### src/slr_pkg.sv
// Shared types, constants and helper functions for the stroke line rasterizer.
// No dependencies; every other file of the block imports this package.
package slr_pkg;

  localparam int unsigned GRID_SIZE   = 28;
  localparam int unsigned CELL_PIXELS = 7;
  localparam int unsigned IDX_W       = $clog2(GRID_SIZE);

  localparam int unsigned COORD_W  = 9;
  localparam int unsigned SUM_W    = COORD_W + 1;
  localparam int unsigned KIND_W   = 2;
  localparam int unsigned ROWIX_W  = 5;
  localparam int unsigned ROW_W    = 28;
  localparam int unsigned CNT_W    = 10;
  localparam int unsigned CNT_MAX  = 1023;
  localparam int unsigned CNT_TOP  = (GRID_SIZE * GRID_SIZE < CNT_MAX) ?
                                     GRID_SIZE * GRID_SIZE : CNT_MAX;

  // Bresenham error term and its doubled form
  localparam int unsigned ERR_W = COORD_W + 3;
  localparam int unsigned E2_W  = ERR_W + 1;

  // divide by CELL_PIXELS through a reciprocal, at most one low
  localparam int unsigned DIV_S   = 16;
  localparam int unsigned DIV_M   = (1 << DIV_S) / CELL_PIXELS;
  localparam int unsigned DIV_M_W = DIV_S + 1;
  localparam int unsigned PROD_W  = COORD_W + DIV_M_W;
  localparam int unsigned QC_W    = COORD_W + 5;

  // command queue between front and back
  localparam int unsigned Q_DEPTH = 2;
  localparam int unsigned Q_PTR_W = (Q_DEPTH > 1) ? $clog2(Q_DEPTH) : 1;
  localparam int unsigned Q_CNT_W = $clog2(Q_DEPTH + 1);

  // configuration register indexes and reset values
  localparam int unsigned CFG_IDX_W = 2;
  localparam logic [CFG_IDX_W-1:0] CFG_LEFT   = 2'd0;
  localparam logic [CFG_IDX_W-1:0] CFG_TOP    = 2'd1;
  localparam logic [CFG_IDX_W-1:0] CFG_EXTENT = 2'd2;
  localparam logic [COORD_W-1:0] LEFT_RST   = 9'd20;
  localparam logic [COORD_W-1:0] TOP_RST    = 9'd20;
  localparam logic [COORD_W-1:0] EXTENT_RST = 9'd192;

  typedef enum logic [KIND_W-1:0] {
    KIND_DOWN  = 2'd0,
    KIND_UP    = 2'd1,
    KIND_CLEAR = 2'd2,
    KIND_READ  = 2'd3
  } kind_e;

  typedef enum logic [1:0] {
    OP_LINE   = 2'd0,
    OP_REPORT = 2'd1,
    OP_CLEAR  = 2'd2,
    OP_READ   = 2'd3
  } op_e;

  typedef struct packed {
    logic [COORD_W-1:0] left;
    logic [COORD_W-1:0] top;
    logic [COORD_W-1:0] extent;
  } cfg_t;

  typedef struct packed {
    op_e                op;
    logic [COORD_W-1:0] x0;
    logic [COORD_W-1:0] y0;
    logic [COORD_W-1:0] x1;
    logic [COORD_W-1:0] y1;
    logic [ROWIX_W-1:0] row;
    logic               acc;
  } cmd_t;

  // final quotient from the reciprocal estimate: bump by one if remainder >= divisor
  function automatic logic [COORD_W-1:0] cell_fix(logic [COORD_W-1:0] off,
                                                  logic [COORD_W-1:0] q);
    logic [QC_W-1:0] qc;
    logic [QC_W-1:0] r;
    qc = QC_W'(q) * QC_W'(CELL_PIXELS);
    r  = QC_W'(off) - qc;
    if (r >= QC_W'(CELL_PIXELS)) begin
      return q + 1'b1;
    end
    return q;
  endfunction

  // low columns of a grid row, zero padded for narrow grids
  function automatic logic [ROW_W-1:0] to_row(logic [GRID_SIZE-1:0] g);
    logic [ROW_W-1:0] r;
    r = '0;
    for (int i = 0; i < ROW_W && i < GRID_SIZE; i++) begin
      r[i] = g[i];
    end
    return r;
  endfunction

endpackage

### src/slr_front.sv
// Front end: accepts input words, checks samples against the canvas and keeps
// the last pen point. Emits one command per word. Depends on slr_pkg.
module slr_front (
  input  logic                          clk_i,
  input  logic                          rst_ni,
  input  slr_pkg::cfg_t                 cfg_i,
  input  logic                          push_i,
  input  logic [slr_pkg::KIND_W-1:0]    kind_i,
  input  logic [slr_pkg::COORD_W-1:0]   pos_x_i,
  input  logic [slr_pkg::COORD_W-1:0]   pos_y_i,
  input  logic [slr_pkg::ROWIX_W-1:0]   row_index_i,
  input  logic                          q_full_i,
  output logic                          q_push_o,
  output slr_pkg::cmd_t                 q_cmd_o
);
  import slr_pkg::*;

  logic               last_valid_q, last_valid_d;
  logic [COORD_W-1:0] last_x_q, last_y_q;
  logic [SUM_W-1:0]   right_edge, bottom_edge;
  logic               in_canvas, accept, take_point;

  assign accept      = push_i && !q_full_i;
  assign right_edge  = {1'b0, cfg_i.left} + {1'b0, cfg_i.extent};
  assign bottom_edge = {1'b0, cfg_i.top} + {1'b0, cfg_i.extent};
  // strict bounds for samples
  assign in_canvas = (pos_x_i > cfg_i.left) && ({1'b0, pos_x_i} < right_edge) &&
                     (pos_y_i > cfg_i.top) && ({1'b0, pos_y_i} < bottom_edge);

  always_comb begin
    q_cmd_o.op  = OP_REPORT;
    q_cmd_o.x0  = pos_x_i;
    q_cmd_o.y0  = pos_y_i;
    q_cmd_o.x1  = pos_x_i;
    q_cmd_o.y1  = pos_y_i;
    q_cmd_o.row = row_index_i;
    q_cmd_o.acc = 1'b0;
    last_valid_d = last_valid_q;
    take_point   = 1'b0;
    unique case (kind_e'(kind_i))
      KIND_DOWN: begin
        if (in_canvas) begin
          q_cmd_o.op  = OP_LINE;
          q_cmd_o.acc = 1'b1;
          // no held point: a zero length line marks just this pixel
          if (last_valid_q) begin
            q_cmd_o.x0 = last_x_q;
            q_cmd_o.y0 = last_y_q;
          end
          last_valid_d = 1'b1;
          take_point   = 1'b1;
        end
      end
      KIND_UP: begin
        last_valid_d = 1'b0;
      end
      KIND_CLEAR: begin
        q_cmd_o.op   = OP_CLEAR;
        last_valid_d = 1'b0;
      end
      KIND_READ: begin
        q_cmd_o.op = OP_READ;
      end
      default: begin
        q_cmd_o.op = OP_REPORT;
      end
    endcase
  end

  assign q_push_o = accept;

  always_ff @(posedge clk_i or negedge rst_ni) begin
    if (!rst_ni) begin
      last_valid_q <= 1'b0;
    end else if (accept) begin
      last_valid_q <= last_valid_d;
    end
  end

  always_ff @(posedge clk_i) begin
    if (accept && take_point) begin
      last_x_q <= pos_x_i;
      last_y_q <= pos_y_i;
    end
  end

endmodule

### src/slr_queue.sv
// Short command queue decoupling front and back.
// Depends on slr_pkg for the command type and depth.
module slr_queue (
  input  logic          clk_i,
  input  logic          rst_ni,
  input  logic          push_i,
  input  slr_pkg::cmd_t cmd_i,
  output logic          full_o,
  input  logic          pop_i,
  output logic          valid_o,
  output slr_pkg::cmd_t cmd_o
);
  import slr_pkg::*;

  cmd_t               mem_q [Q_DEPTH];
  logic [Q_PTR_W-1:0] wp_q, rp_q;
  logic [Q_CNT_W-1:0] cnt_q;
  logic               do_push, do_pop;

  function automatic logic [Q_PTR_W-1:0] ptr_next(logic [Q_PTR_W-1:0] p);
    return (p == Q_PTR_W'(Q_DEPTH - 1)) ? '0 : p + 1'b1;
  endfunction

  assign full_o  = (cnt_q == Q_CNT_W'(Q_DEPTH));
  assign valid_o = (cnt_q != '0);
  assign cmd_o   = mem_q[rp_q];
  assign do_push = push_i && !full_o;
  assign do_pop  = pop_i && valid_o;

  always_ff @(posedge clk_i or negedge rst_ni) begin
    if (!rst_ni) begin
      wp_q  <= '0;
      rp_q  <= '0;
      cnt_q <= '0;
    end else begin
      if (do_push) begin
        wp_q <= ptr_next(wp_q);
      end
      if (do_pop) begin
        rp_q <= ptr_next(rp_q);
      end
      if (do_push && !do_pop) begin
        cnt_q <= cnt_q + 1'b1;
      end else if (do_pop && !do_push) begin
        cnt_q <= cnt_q - 1'b1;
      end
    end
  end

  always_ff @(posedge clk_i) begin
    if (do_push) begin
      mem_q[wp_q] <= cmd_i;
    end
  end

endmodule

### src/slr_back.sv
// Back end: walks lines one pixel a cycle, maps pixels to cells in a three
// stage pipeline, owns the bitmap and the result register. Depends on slr_pkg.
module slr_back (
  input  logic                        clk_i,
  input  logic                        rst_ni,
  input  slr_pkg::cfg_t               cfg_i,
  input  logic                        cmd_valid_i,
  input  slr_pkg::cmd_t               cmd_i,
  output logic                        cmd_pop_o,
  input  logic                        res_pop_i,
  output logic                        res_valid_o,
  output logic [slr_pkg::ROW_W-1:0]   row_bits_o,
  output logic [slr_pkg::CNT_W-1:0]   set_count_o,
  output logic                        accepted_o
);
  import slr_pkg::*;

  typedef enum logic [3:0] {
    ST_IDLE  = 4'b0001,
    ST_WALK  = 4'b0010,
    ST_DRAIN = 4'b0100,
    ST_DONE  = 4'b1000
  } state_e;

  state_e state_q, state_d;

  // held command
  op_e                op_q;
  logic [ROWIX_W-1:0] row_q;
  logic               acc_q;

  // line walker
  logic [COORD_W-1:0]      wx_q, wy_q, ex_q, ey_q, dx_q, dy_q;
  logic                    sx_neg_q, sy_neg_q;
  logic signed [ERR_W-1:0] err_q;
  logic [COORD_W-1:0]      ld_dx, ld_dy;
  logic signed [E2_W-1:0]  e2, dx_s, dy_s;
  logic                    step_x, step_y, at_end, walk_load, walk_step;

  // cell pipeline
  logic               p1v_q, p2v_q, p3v_q;
  logic [COORD_W-1:0] p1x_q, p1y_q;
  logic               p2in_q, p3in_q;
  logic [COORD_W-1:0] p2ox_q, p2oy_q, p3ox_q, p3oy_q, p3qx_q, p3qy_q;
  logic [PROD_W-1:0]  p2mx_q, p2my_q;
  logic [SUM_W-1:0]   right_edge, bottom_edge;
  logic               p1_in;
  logic [COORD_W-1:0] p1_ox, p1_oy, cx, cy;

  // bitmap
  logic [GRID_SIZE-1:0] grid_q [GRID_SIZE];
  logic [CNT_W-1:0]     cnt_q;
  logic [SUM_W-1:0]     rd_sel;
  logic                 rd_ok, hit, mark, clear_go;
  logic [GRID_SIZE-1:0] row_data;

  // result register
  logic               res_valid_q, res_load;
  logic [ROW_W-1:0]   res_row_q;
  logic [CNT_W-1:0]   res_cnt_q;
  logic               res_acc_q;

  // ---- control ----
  always_comb begin
    state_d   = state_q;
    cmd_pop_o = 1'b0;
    walk_load = 1'b0;
    walk_step = 1'b0;
    clear_go  = 1'b0;
    res_load  = 1'b0;
    unique case (state_q)
      ST_IDLE: begin
        if (cmd_valid_i) begin
          cmd_pop_o = 1'b1;
          if (cmd_i.op == OP_LINE) begin
            walk_load = 1'b1;
            state_d   = ST_WALK;
          end else begin
            clear_go = (cmd_i.op == OP_CLEAR);
            state_d  = ST_DONE;
          end
        end
      end
      ST_WALK: begin
        if (at_end) begin
          state_d = ST_DRAIN;
        end else begin
          walk_step = 1'b1;
        end
      end
      ST_DRAIN: begin
        if (!p1v_q && !p2v_q && !p3v_q) begin
          state_d = ST_DONE;
        end
      end
      ST_DONE: begin
        if (!res_valid_q || res_pop_i) begin
          res_load = 1'b1;
          state_d  = ST_IDLE;
        end
      end
      default: begin
        state_d = ST_IDLE;
      end
    endcase
  end

  always_ff @(posedge clk_i or negedge rst_ni) begin
    if (!rst_ni) begin
      state_q <= ST_IDLE;
    end else begin
      state_q <= state_d;
    end
  end

  always_ff @(posedge clk_i) begin
    if (cmd_pop_o) begin
      op_q  <= cmd_i.op;
      row_q <= cmd_i.row;
      acc_q <= cmd_i.acc;
    end
  end

  // ---- Bresenham walker ----
  assign ld_dx  = (cmd_i.x1 > cmd_i.x0) ? cmd_i.x1 - cmd_i.x0 : cmd_i.x0 - cmd_i.x1;
  assign ld_dy  = (cmd_i.y1 > cmd_i.y0) ? cmd_i.y1 - cmd_i.y0 : cmd_i.y0 - cmd_i.y1;
  assign at_end = (wx_q == ex_q) && (wy_q == ey_q);
  assign e2     = {err_q, 1'b0};
  assign dx_s   = E2_W'(dx_q);
  assign dy_s   = E2_W'(dy_q);
  assign step_x = e2 > -dy_s;
  assign step_y = e2 < dx_s;

  always_ff @(posedge clk_i) begin
    if (walk_load) begin
      wx_q     <= cmd_i.x0;
      wy_q     <= cmd_i.y0;
      ex_q     <= cmd_i.x1;
      ey_q     <= cmd_i.y1;
      dx_q     <= ld_dx;
      dy_q     <= ld_dy;
      sx_neg_q <= !(cmd_i.x0 < cmd_i.x1);
      sy_neg_q <= !(cmd_i.y0 < cmd_i.y1);
      err_q    <= ERR_W'(ld_dx) - ERR_W'(ld_dy);
    end else if (walk_step) begin
      err_q <= err_q - (step_x ? ERR_W'(dy_q) : '0) + (step_y ? ERR_W'(dx_q) : '0);
      if (step_x) begin
        wx_q <= sx_neg_q ? wx_q - 1'b1 : wx_q + 1'b1;
      end
      if (step_y) begin
        wy_q <= sy_neg_q ? wy_q - 1'b1 : wy_q + 1'b1;
      end
    end
  end

  // ---- pixel to cell pipeline ----
  assign right_edge  = {1'b0, cfg_i.left} + {1'b0, cfg_i.extent};
  assign bottom_edge = {1'b0, cfg_i.top} + {1'b0, cfg_i.extent};
  assign p1_in = (p1x_q >= cfg_i.left) && ({1'b0, p1x_q} < right_edge) &&
                 (p1y_q >= cfg_i.top) && ({1'b0, p1y_q} < bottom_edge);
  assign p1_ox = p1x_q - cfg_i.left;
  assign p1_oy = p1y_q - cfg_i.top;

  always_ff @(posedge clk_i or negedge rst_ni) begin
    if (!rst_ni) begin
      p1v_q <= 1'b0;
      p2v_q <= 1'b0;
      p3v_q <= 1'b0;
    end else begin
      p1v_q <= (state_q == ST_WALK);
      p2v_q <= p1v_q;
      p3v_q <= p2v_q;
    end
  end

  always_ff @(posedge clk_i) begin
    p1x_q  <= wx_q;
    p1y_q  <= wy_q;
    p2in_q <= p1_in;
    p2ox_q <= p1_ox;
    p2oy_q <= p1_oy;
    p2mx_q <= PROD_W'(p1_ox) * PROD_W'(DIV_M);
    p2my_q <= PROD_W'(p1_oy) * PROD_W'(DIV_M);
    p3in_q <= p2in_q;
    p3ox_q <= p2ox_q;
    p3oy_q <= p2oy_q;
    p3qx_q <= p2mx_q[DIV_S +: COORD_W];
    p3qy_q <= p2my_q[DIV_S +: COORD_W];
  end

  assign cx = cell_fix(p3ox_q, p3qx_q);
  assign cy = cell_fix(p3oy_q, p3qy_q);

  // ---- bitmap: one row address, shared by marking and row reads ----
  assign rd_sel   = p3v_q ? {1'b0, cy} : SUM_W'(row_q);
  assign rd_ok    = rd_sel < SUM_W'(GRID_SIZE);
  assign row_data = rd_ok ? grid_q[rd_sel[IDX_W-1:0]] : '0;
  assign hit  = p3v_q && p3in_q && (cx < COORD_W'(GRID_SIZE)) && (cy < COORD_W'(GRID_SIZE));
  assign mark = hit && !row_data[cx[IDX_W-1:0]];

  always_ff @(posedge clk_i or negedge rst_ni) begin
    if (!rst_ni) begin
      for (int i = 0; i < GRID_SIZE; i++) begin
        grid_q[i] <= '0;
      end
      cnt_q <= '0;
    end else if (clear_go) begin
      for (int i = 0; i < GRID_SIZE; i++) begin
        grid_q[i] <= '0;
      end
      cnt_q <= '0;
    end else if (mark) begin
      grid_q[rd_sel[IDX_W-1:0]][cx[IDX_W-1:0]] <= 1'b1;
      if (cnt_q != CNT_W'(CNT_MAX)) begin
        cnt_q <= cnt_q + 1'b1;
      end
    end
  end

  // ---- result register ----
  always_ff @(posedge clk_i or negedge rst_ni) begin
    if (!rst_ni) begin
      res_valid_q <= 1'b0;
    end else if (res_load) begin
      res_valid_q <= 1'b1;
    end else if (res_pop_i) begin
      res_valid_q <= 1'b0;
    end
  end

  always_ff @(posedge clk_i) begin
    if (res_load) begin
      res_row_q <= (op_q == OP_READ && rd_ok) ? to_row(row_data) : '0;
      res_cnt_q <= cnt_q;
      res_acc_q <= acc_q;
    end
  end

  assign res_valid_o = res_valid_q;
  assign row_bits_o  = res_row_q;
  assign set_count_o = res_cnt_q;
  assign accepted_o  = res_acc_q;

endmodule

### src/stroke_line_rasterizer_grid.sv
// Top level of the stroke line rasterizer: configuration registers, front,
// command queue and back. Depends on slr_pkg, slr_front, slr_queue, slr_back.
//
// Usage:
//  - Input words (kind, pos_x, pos_y, row_index) enter on push while full is
//    low. Every word yields exactly one result word (row_bits, set_count,
//    accepted), delivered in order on the output side: it is valid while
//    empty is low and is taken when pop is high.
//  - Configuration: cfg_we_i writes cfg_wdata_i into register cfg_idx_i
//    (0 canvas_left, 1 canvas_top, 2 canvas_extent); other indexes are
//    ignored. Write only while the block is idle.
//  - Pen-up, clear, read and rejected samples skip the line walk. An accepted
//    sample walks N = max(|dx|, |dy|) + 1 pixels on the line (1 for a first
//    point); the line walker steps one pixel per cycle, so N, up to 511, sets
//    the rate.
//  - A two-word command queue lets the front keep accepting while the back
//    walks a line; full rises only when both entries are taken.
//  - If the receiver stalls, the finished result waits in the output register,
//    the back holds its next result, and the queue fills, then full rises.
//  - Reset clears the bitmap, the set count, the held pen point and all queues,
//    and loads the canvas registers with 20, 20 and 192.
module stroke_line_rasterizer_grid (
  input  logic                            clk_i,
  input  logic                            rst_ni,
  input  logic                            cfg_we_i,
  input  logic [slr_pkg::CFG_IDX_W-1:0]   cfg_idx_i,
  input  logic [slr_pkg::COORD_W-1:0]     cfg_wdata_i,
  input  logic                            push,
  output logic                            full,
  input  logic [slr_pkg::KIND_W-1:0]      kind_i,
  input  logic [slr_pkg::COORD_W-1:0]     pos_x_i,
  input  logic [slr_pkg::COORD_W-1:0]     pos_y_i,
  input  logic [slr_pkg::ROWIX_W-1:0]     row_index_i,
  output logic                            empty,
  input  logic                            pop,
  output logic [slr_pkg::ROW_W-1:0]       row_bits_o,
  output logic [slr_pkg::CNT_W-1:0]       set_count_o,
  output logic                            accepted_o
);
  import slr_pkg::*;

  cfg_t cfg_q;
  logic q_push, q_full, cmd_valid, cmd_pop, res_valid, res_pop;
  cmd_t q_cmd, cmd;

  // canvas registers
  always_ff @(posedge clk_i or negedge rst_ni) begin
    if (!rst_ni) begin
      cfg_q.left   <= LEFT_RST;
      cfg_q.top    <= TOP_RST;
      cfg_q.extent <= EXTENT_RST;
    end else if (cfg_we_i) begin
      unique case (cfg_idx_i)
        CFG_LEFT: begin
          cfg_q.left <= cfg_wdata_i;
        end
        CFG_TOP: begin
          cfg_q.top <= cfg_wdata_i;
        end
        CFG_EXTENT: begin
          cfg_q.extent <= cfg_wdata_i;
        end
        default: begin
        end
      endcase
    end
  end

  // front: classify words, track the pen point
  slr_front u_front (
    .clk_i       (clk_i),
    .rst_ni      (rst_ni),
    .cfg_i       (cfg_q),
    .push_i      (push),
    .kind_i      (kind_i),
    .pos_x_i     (pos_x_i),
    .pos_y_i     (pos_y_i),
    .row_index_i (row_index_i),
    .q_full_i    (q_full),
    .q_push_o    (q_push),
    .q_cmd_o     (q_cmd)
  );

  slr_queue u_queue (
    .clk_i   (clk_i),
    .rst_ni  (rst_ni),
    .push_i  (q_push),
    .cmd_i   (q_cmd),
    .full_o  (q_full),
    .pop_i   (cmd_pop),
    .valid_o (cmd_valid),
    .cmd_o   (cmd)
  );

  // back: line walk, bitmap, result register
  slr_back u_back (
    .clk_i       (clk_i),
    .rst_ni      (rst_ni),
    .cfg_i       (cfg_q),
    .cmd_valid_i (cmd_valid),
    .cmd_i       (cmd),
    .cmd_pop_o   (cmd_pop),
    .res_pop_i   (res_pop),
    .res_valid_o (res_valid),
    .row_bits_o  (row_bits_o),
    .set_count_o (set_count_o),
    .accepted_o  (accepted_o)
  );

  assign full    = q_full;
  assign empty   = !res_valid;
  assign res_pop = pop && res_valid;

  // only pen-down words can be accepted, and those never return a row
  a_acc_no_row: assert property (@(posedge clk_i) disable iff (!rst_ni)
    (res_valid && accepted_o) |-> (row_bits_o == '0))
    else $error("accepted result carries row bits");

  // the set count cannot pass the number of cells
  a_cnt_bound: assert property (@(posedge clk_i) disable iff (!rst_ni)
    res_valid |-> (set_count_o <= CNT_W'(CNT_TOP)))
    else $error("set count beyond grid size");

  // a full queue always presents a command to the back
  a_full_has_cmd: assert property (@(posedge clk_i) disable iff (!rst_ni)
    q_full |-> cmd_valid)
    else $error("queue full but no command offered");

  // a command is never pushed into a full queue
  a_no_push_full: assert property (@(posedge clk_i) disable iff (!rst_ni)
    q_full |-> !q_push)
    else $error("push into full command queue");

endmodule
### config.mk
export PLATFORM = sky130hd
export DESIGN_NAME = stroke_line_rasterizer_grid
export DESIGN_NICKNAME = d
export VERILOG_FILES = /design/src/slr_pkg.sv /design/src/slr_front.sv /design/src/slr_queue.sv /design/src/slr_back.sv /design/src/stroke_line_rasterizer_grid.sv
export SDC_FILE = /design/constraint.sdc
export NUM_CORES = 2
export LEC_CHECK = 0
export BUFFER_PORTS_ARGS = -buffer_cell sky130_fd_sc_hd__buf_4
export CAP_MARGIN = 20
export CORE_UTILIZATION = 55
export DETAILED_ROUTE_END_ITERATION = 6
export PLACE_DENSITY = 0.79
export SYNTH_ARGS = -nofsm -noshare
export SYNTH_HDL_FRONTEND = slang
export SYNTH_HIERARCHICAL = 1
export SYNTH_SLANG_ARGS = --single-unit
export TNS_END_PERCENT = 30
### constraint.sdc
create_clock -name clk_i -period 8.8 [get_ports clk_i]
set_input_delay 0.88 -clock clk_i [delete_from_list [all_inputs] [get_ports clk_i]]
set_output_delay 0.88 -clock clk_i [all_outputs]
set_load 0.05 [all_outputs]
# Yosys cells after proc, flatten, opt, wreduce, memory -nomap -nowiden
# Memories as Yosys holds them, arrays and structs flattened.
# Index checks and enable logic that the tools add are counted.
# op_classes
n_addsub,25
mul,4
n_lt_le_gt_ge,23
n_eq_ne,20
n_mux,70
bitwise,2
n_reduce_logical,55
# ops
operator,n
784-bit 2-to-1 mux,2
784-bit OR,1
9-bit 2-to-1 mux,17
28-bit binary-select mux with 5-bit select,1
28-bit demux with 5-bit select,1
28-bit 2-to-1 mux,4
9-bit subtractor,6
"9-bit by 13-bit multiplier with 22-bit output, second input constant",2
9-bit by 10-bit < comparator with 1-bit output,4
9-bit > comparator,4
18-bit 2-to-1 mux,2
10-bit 2-to-1 mux,3
"14-bit by 3-bit greater-or-equal comparator with 1-bit output, second input constant",2
9-bit by 12-bit subtractor with 13-bit output,2
1-bit 2-to-1 mux,25
12-bit 2-to-1 mux,2
1-bit logical AND,23
9-bit by 9-bit adder with 10-bit output,2
"7-bit by 3-bit multiplier with 10-bit output, second input constant",2
4-bit 2-to-1 mux,5
19-bit 2-to-1 mux,1
"9-bit by 1-bit adder with 9-bit output, second input constant",2
9-bit == test,2
9-bit greater-or-equal comparator,2
43 further kinds,82
# totals
ff_bits,1081
mem_bits_rw,88
input_bits,41
out_inout_bits,41
elab_cells,270
mem_count,1
# memory_table
memory,depth,word_bits,read_ports,rd_ports_with_merged_regs,wr,line,rtl
u_queue.mem_q,2,44,1,0,1,slr_queue.sv:15,cmd_t mem_q [Q_DEPTH];

# Depth between registers and ports, before layout
# logic_depth
word_depth,17
mapped_depth,37

# Hierarchy
# Netlist, hierarchy kept.
# by_module_without_submodules
mod,n_inst,cells_each,area_per_inst_um2,seq_area_each_um2
slr_back,1,5221,52481.6,25205.4
slr_queue,1,156,3575.9,2742.6
slr_front,1,269,2611.3,565.5
stroke_line_rasterizer_grid,1,60,1039.7,683.2

# Worst setup path after synthesis
# No wires, ideal clock.
# synth_path
kind,register to register
start,register u_back.p3qy_q[2]
end,register u_back/grid_q[103] in the netlist's numbering
setup_ps,121
t_arrival_ps,6337
required_time_ps,8679
path_slack_ps,2342
stages_incl_launch_ff,26
path_buffers,5
synth_period_minus_slack_ps,6458
path_cell_list,dfxtp_1 > inv_1 > fa_1 > inv_1 > fa_1 > inv_1 > ha_1 > or2_2 > o311a_1 > a221o_1 > buf_2 > o31ai_4 > mux2i_1 > a221o_1 > nand2_2 > a21oi_1 > or4_1 > or4_1 > o2111a_1 > and4b_4 > buf_6 > and3_4 > clkbuf_2 > buf_6 > buf_6 > a22o_1
# synth_via
elab_chain_cells,16
# synth_lines
item,line,rtl
"start, declared",slr_back.sv:44,"logic [COORD_W-1:0] p2ox_q, p2oy_q, p3ox_q, p3oy_q, p3qx_q, p3qy_q;"
"start signal, assigned",slr_back.sv:188,p3qy_q <= p2my_q[DIV_S +: COORD_W];
7-bit by 3-bit multiplier with 10-bit output,slr_pkg.sv:79,qc = QC_W'(q) * QC_W'(CELL_PIXELS);
9-bit by 12-bit subtractor with 13-bit output,slr_pkg.sv:80,r = QC_W'(off) - qc;
14-bit by 3-bit greater-or-equal comparator with 1-bit output,slr_pkg.sv:81,if (r >= QC_W'(CELL_PIXELS)) begin
1-bit 2-to-1 mux,slr_pkg.sv:81,
9-bit 2-to-1 mux (*),slr_pkg.sv:84,return q;
9-bit 2-to-1 mux,slr_back.sv:195,"assign rd_sel = p3v_q ? {1'b0, cy} : SUM_W'(row_q);"
5-bit NOT with 6-bit output (implied by the code),"slr_back.sv:197, slr_back.sv:213",
28-bit binary-select mux with 5-bit select,slr_back.sv:197,assign row_data = rd_ok ? grid_q[rd_sel[IDX_W-1:0]] : '0;
28-bit 2-to-1 mux (implied by the code) (2 in a row),slr_back.sv:197,
28-bit 2-to-1 mux,slr_back.sv:197,
1-bit binary-select mux with 5-bit select,slr_back.sv:199,assign mark = hit && !row_data[cx[IDX_W-1:0]];
1-bit 2-to-1 mux (implied by the code),slr_back.sv:199,
1-bit zero test,slr_back.sv:199,
1-bit logical AND,slr_back.sv:199,
2-bit nonzero test (no line),n/a,
"end signal, assigned by index",slr_back.sv:204,grid_q[i] <= '0;
"end signal, assigned by index",slr_back.sv:209,grid_q[i] <= '0;
"end signal, assigned by index",slr_back.sv:213,grid_q[rd_sel[IDX_W-1:0]][cx[IDX_W-1:0]] <= 1'b1;
"end, declared",slr_back.sv:51,logic [GRID_SIZE-1:0] grid_q [GRID_SIZE];
# Mark *: on every way between the ends. The rest lies on a longest branch, timed or not. The select of a mux whose other input is x is not followed.
# A chain may end at the register's enable or synchronous reset.

# Final worst setup path
# layout_path
start,register u_back.p3qy_q[4]
end,register u_back/grid_q[529] in the netlist's numbering
# The elaborated chain is that of the path after synthesis.

==> flow_summary.ini <==
[layout]
final_common_cell = dfrtp_1
fin_nets = 6015
fillers = 8348
layout-drive-gt1-share_pct = 9.70
mostFrequentLayoutCells = dfrtp_1 (826), nand2_1 (717), a22o_1 (539), o21ai_0 (325), ha_1 (311)
area_growth_pct = 9.31
stdcell_count = 7116

[synth]
synth-edff-count = 221
synth_cell_type_count = 100
syn_nets = 6108
syn_inst = 5706
synth-seq-cells = 1139
avgSynthCellArea_um2 = 10.5
ys_seq_area_share_pct = 48.9
async_flop_share_pct = 73.2
yosysWarnings = 6
synthFlopType = dfrtp_1
syn_area_um2 = 59700

[power]
p_leak_uw = 0.0291
p_comb_share_pct = 58.2
p_int_uw = 14800
p_switching_uw = 12800
p_sw_share_pct = 46.4
pwr-share-seq_pct = 24.0
pwr-share-clk_pct = 17.8
powerDensity_nw_per_um2 = 422
vdd_drop_max_uv = 485

[job]
drv_cap = 0

[clock_network]
cts_setup_buffers = 0
cts_resized = 0
root_buffer = clkbuf_16
cts_sinks = 1139
path_clk_slew_ns = 0.06
hold_buffers = 0
clock_latency_ns = 0.73
h-tree-depth = 3
clockBufferDepth = 3
cts_made_buffers = 113
cts_tree = done

[critical_path]
path_max_fanout = 80
startpoint = u_back/p3qy_q[4]$_DFF_P_
path_class = reg -> reg
r2r_slack_ns = 0.35
cpPeakStageDelay_ns = 0.90
cp-end-kind = flop
worstPathRequired_ns = 9.44
reg2regPathDepth = 22
r2r_start = u_back/p3qy_q[4]$_DFF_P_
slowest_stage = and2_4
path_cells = inv_1, fa_1, inv_1, fa_1, inv_1, ha_1, a2111oi_0, nor2_1, o21ai_1, a221o_1, o311ai_2, xnor2_1, a41o_1, o21ai_0, o2111a_1, nand4_1, o2111ai_1, a211oi_1, and4b_4, and2_4, buf_4, a22o_1
crit_path_start_kind = flop
cpMostUsedCell = inv_1
worstPathArrival_ns = 9.10

[grt]
grt_pass1_wl_um = 267000
antenna_found_initial = 3
overflow = 0
grt_max_degree = 213
grt_pass1_vias = 46232
grt_usage_pct = 30.6

[worst_hold_path]
hp-class = in -> async

[floorplan]
rows = 120
die_h_um = 331
ioPinCount = 82
initial_utilization_pct = 55.6
die_w_um = 331
die-area_um2 = 110000
core_um2 = 107000

[timing]
setup_viol = 0
period_needed_ns = 8.45
setup_tns_ns = 0
worst_slew_pin_slew_ns = 1.22
timing.final.hold_violations = 0
timing.hold.ws_ns = 0.203
max_slew_margin_pct = 18.4
finalCritPeriodShare_pct = 96.1
fmax_mhz = 118
rsz0062_at_grt = no
drv_slew = 0
clock_skew_ns = 0.0451

[placement]
portBuffers = 81
finalWeightedCongestion = 0.958
placedCellCount = 6897
place_hpwl_um = 112000

[run_status]
status = complete, but fails checks
violations = DRC

[drt]
drtPass1Iterations = 7
drt_first_iter_violations = 6001
antenna_left = 0
routed_via_density = 6.55
vias = 46590
routed_wl_um = 170000
drc = 1
wl_per_cell_um = 23.9
==> power by group through the flow <==
stage | logic [uW] | registers (uW) | clock network (uW)
final | 16000 | 6620 | 4900
after global placement | 15000 | 6690 | 0
after CTS | 15700 | 6620 | 4940
after global routing | 17500 | 6660 | 5130
after detailed placement | 15500 | 6710 | 0
after floorplan | 11100 | 6610 | 0
==> worst max-delay path: cells and delay by family, from the launching register on <==
kind            cells  cell delay [ns]
buf+inv             4             0.66
compound gates     10             3.30
fa+ha+maj           3             1.39
simple gates        4             1.71
flops               1             0.50
xor+xnor            1             0.78
==> cells in the mapped netlist, types with 30 or more instances <==
| cell | instances | area share, % |
|---|---|---|
| a22o_1 | 539 | 7.9 |
| o22ai_1 | 42 | 0.44 |
| mux2_4 | 50 | 1.3 |
| nor2_1 | 223 | 1.4 |
| nor3_1 | 54 | 0.45 |
| xnor2_1 | 76 | 1.1 |
| dfxtp_1 | 84 | 2.8 |
| edfxtp_1 | 221 | 11 |
| o21ai_0 | 325 | 2.7 |
| xor2_1 | 54 | 0.79 |
| mux2i_1 | 197 | 3.3 |
| buf_2 | 71 | 0.60 |
| a211oi_1 | 61 | 0.77 |
| a31oi_1 | 62 | 0.65 |
| and2_1 | 33 | 0.35 |
| dfrtp_1 | 827 | 35 |
| inv_1 | 309 | 1.9 |
| nand4_1 | 39 | 0.41 |
| mux2_2 | 40 | 0.75 |
| buf_1 | 55 | 0.35 |
| nor2b_1 | 30 | 0.31 |
| fa_1 | 50 | 1.7 |
| and3_1 | 30 | 0.31 |
| a21o_1 | 52 | 0.65 |
| o32ai_1 | 40 | 0.59 |
| nand2_1 | 718 | 4.5 |
| clkbuf_1 | 234 | 1.5 |
| a21oi_1 | 291 | 2.4 |
| nand3_1 | 125 | 1.0 |
| ha_1 | 311 | 6.5 |
==> per-layer routing <==
layer,vias up,GRT usage (%),wire length [um]
met3,561,7.23,17100
li1,20452,-,-
met4,6,16.0,9510
met5,-,0.955,183
met1,23002,39.7,66200
met2,2569,47.7,77300
==> path summary, 6_finish.rpt <==
kind	to
max reg2reg	u_back/grid_q[529]$_DFFE_PN0P_
min in group clk_i	u_back/p3qx_q[4]$_DFF_P_
max	u_back/grid_q[529]$_DFFE_PN0P_
max in group asynchronous	u_back/grid_q[616]$_DFFE_PN0P_
min reg2reg	u_back/p3qx_q[4]$_DFF_P_
min	u_back/grid_q[142]$_DFFE_PN0P_
==> layout make-up <==
| class | instances | area (um2) | area share, % |
|---|---|---|---|
| flip-flops and latches | 1139 | 29200 | 44.7 |
| multi-input cells | 3843 | 27500 | 42.2 |
| clock buffers | 155 | 3280 | 5.02 |
| repair buffers | 204 | 1820 | 2.79 |
| well taps | 1403 | 1760 | 2.69 |
| inverters | 312 | 1170 | 1.79 |
| clock inverters | 57 | 489 | 0.750 |
| diodes | 3 | 7.51 | 0.0115 |
==> per-stage QoR <==
stage / power, uW / instance area, um2 / utilization, % / setup WS, ns
2_1_floorplan: 17700 / 59700 / - / 2.34
3_3_place_gp: 21700 / 61400 / 57.2 / 0.677
3_5_place_dp: 22300 / 61400 / 57.2 / 0.654
4_1_cts: 27200 / 65200 / 60.7 / 0.635
5_1_grt: 29300 / 65300 / 60.8 / 0.0591
6_report: 27500 / 65300 / 60.8 / 0.346
==> flip-flops by register name, summed over array words and instances (netlist names), 10 cells and up <==
signal / cells
cfg_q: 27
u_back/cnt_q: 10
u_back/err_q: 12
u_back/grid_q: 784
u_back/row_bits_o: 28
u_back/set_count_o: 10
u_queue/mem_q: 88
==> cells by family (layout without fill, tap and decap cells) <==
group           count (synthesis)  in the layout  synth area share [%]
simple gates                 1407           1407                  10.7
other cells                     0              3                     0
compound gates               1648           1648                  19.6
flops                        1139           1139                  48.9
mux                           296            296                  5.48
buf+inv                       724            728                  5.25
fa+ha+maj                     361            361                  8.19
xor+xnor                      131            131                  1.94
(Power assumes the default switching activity.)
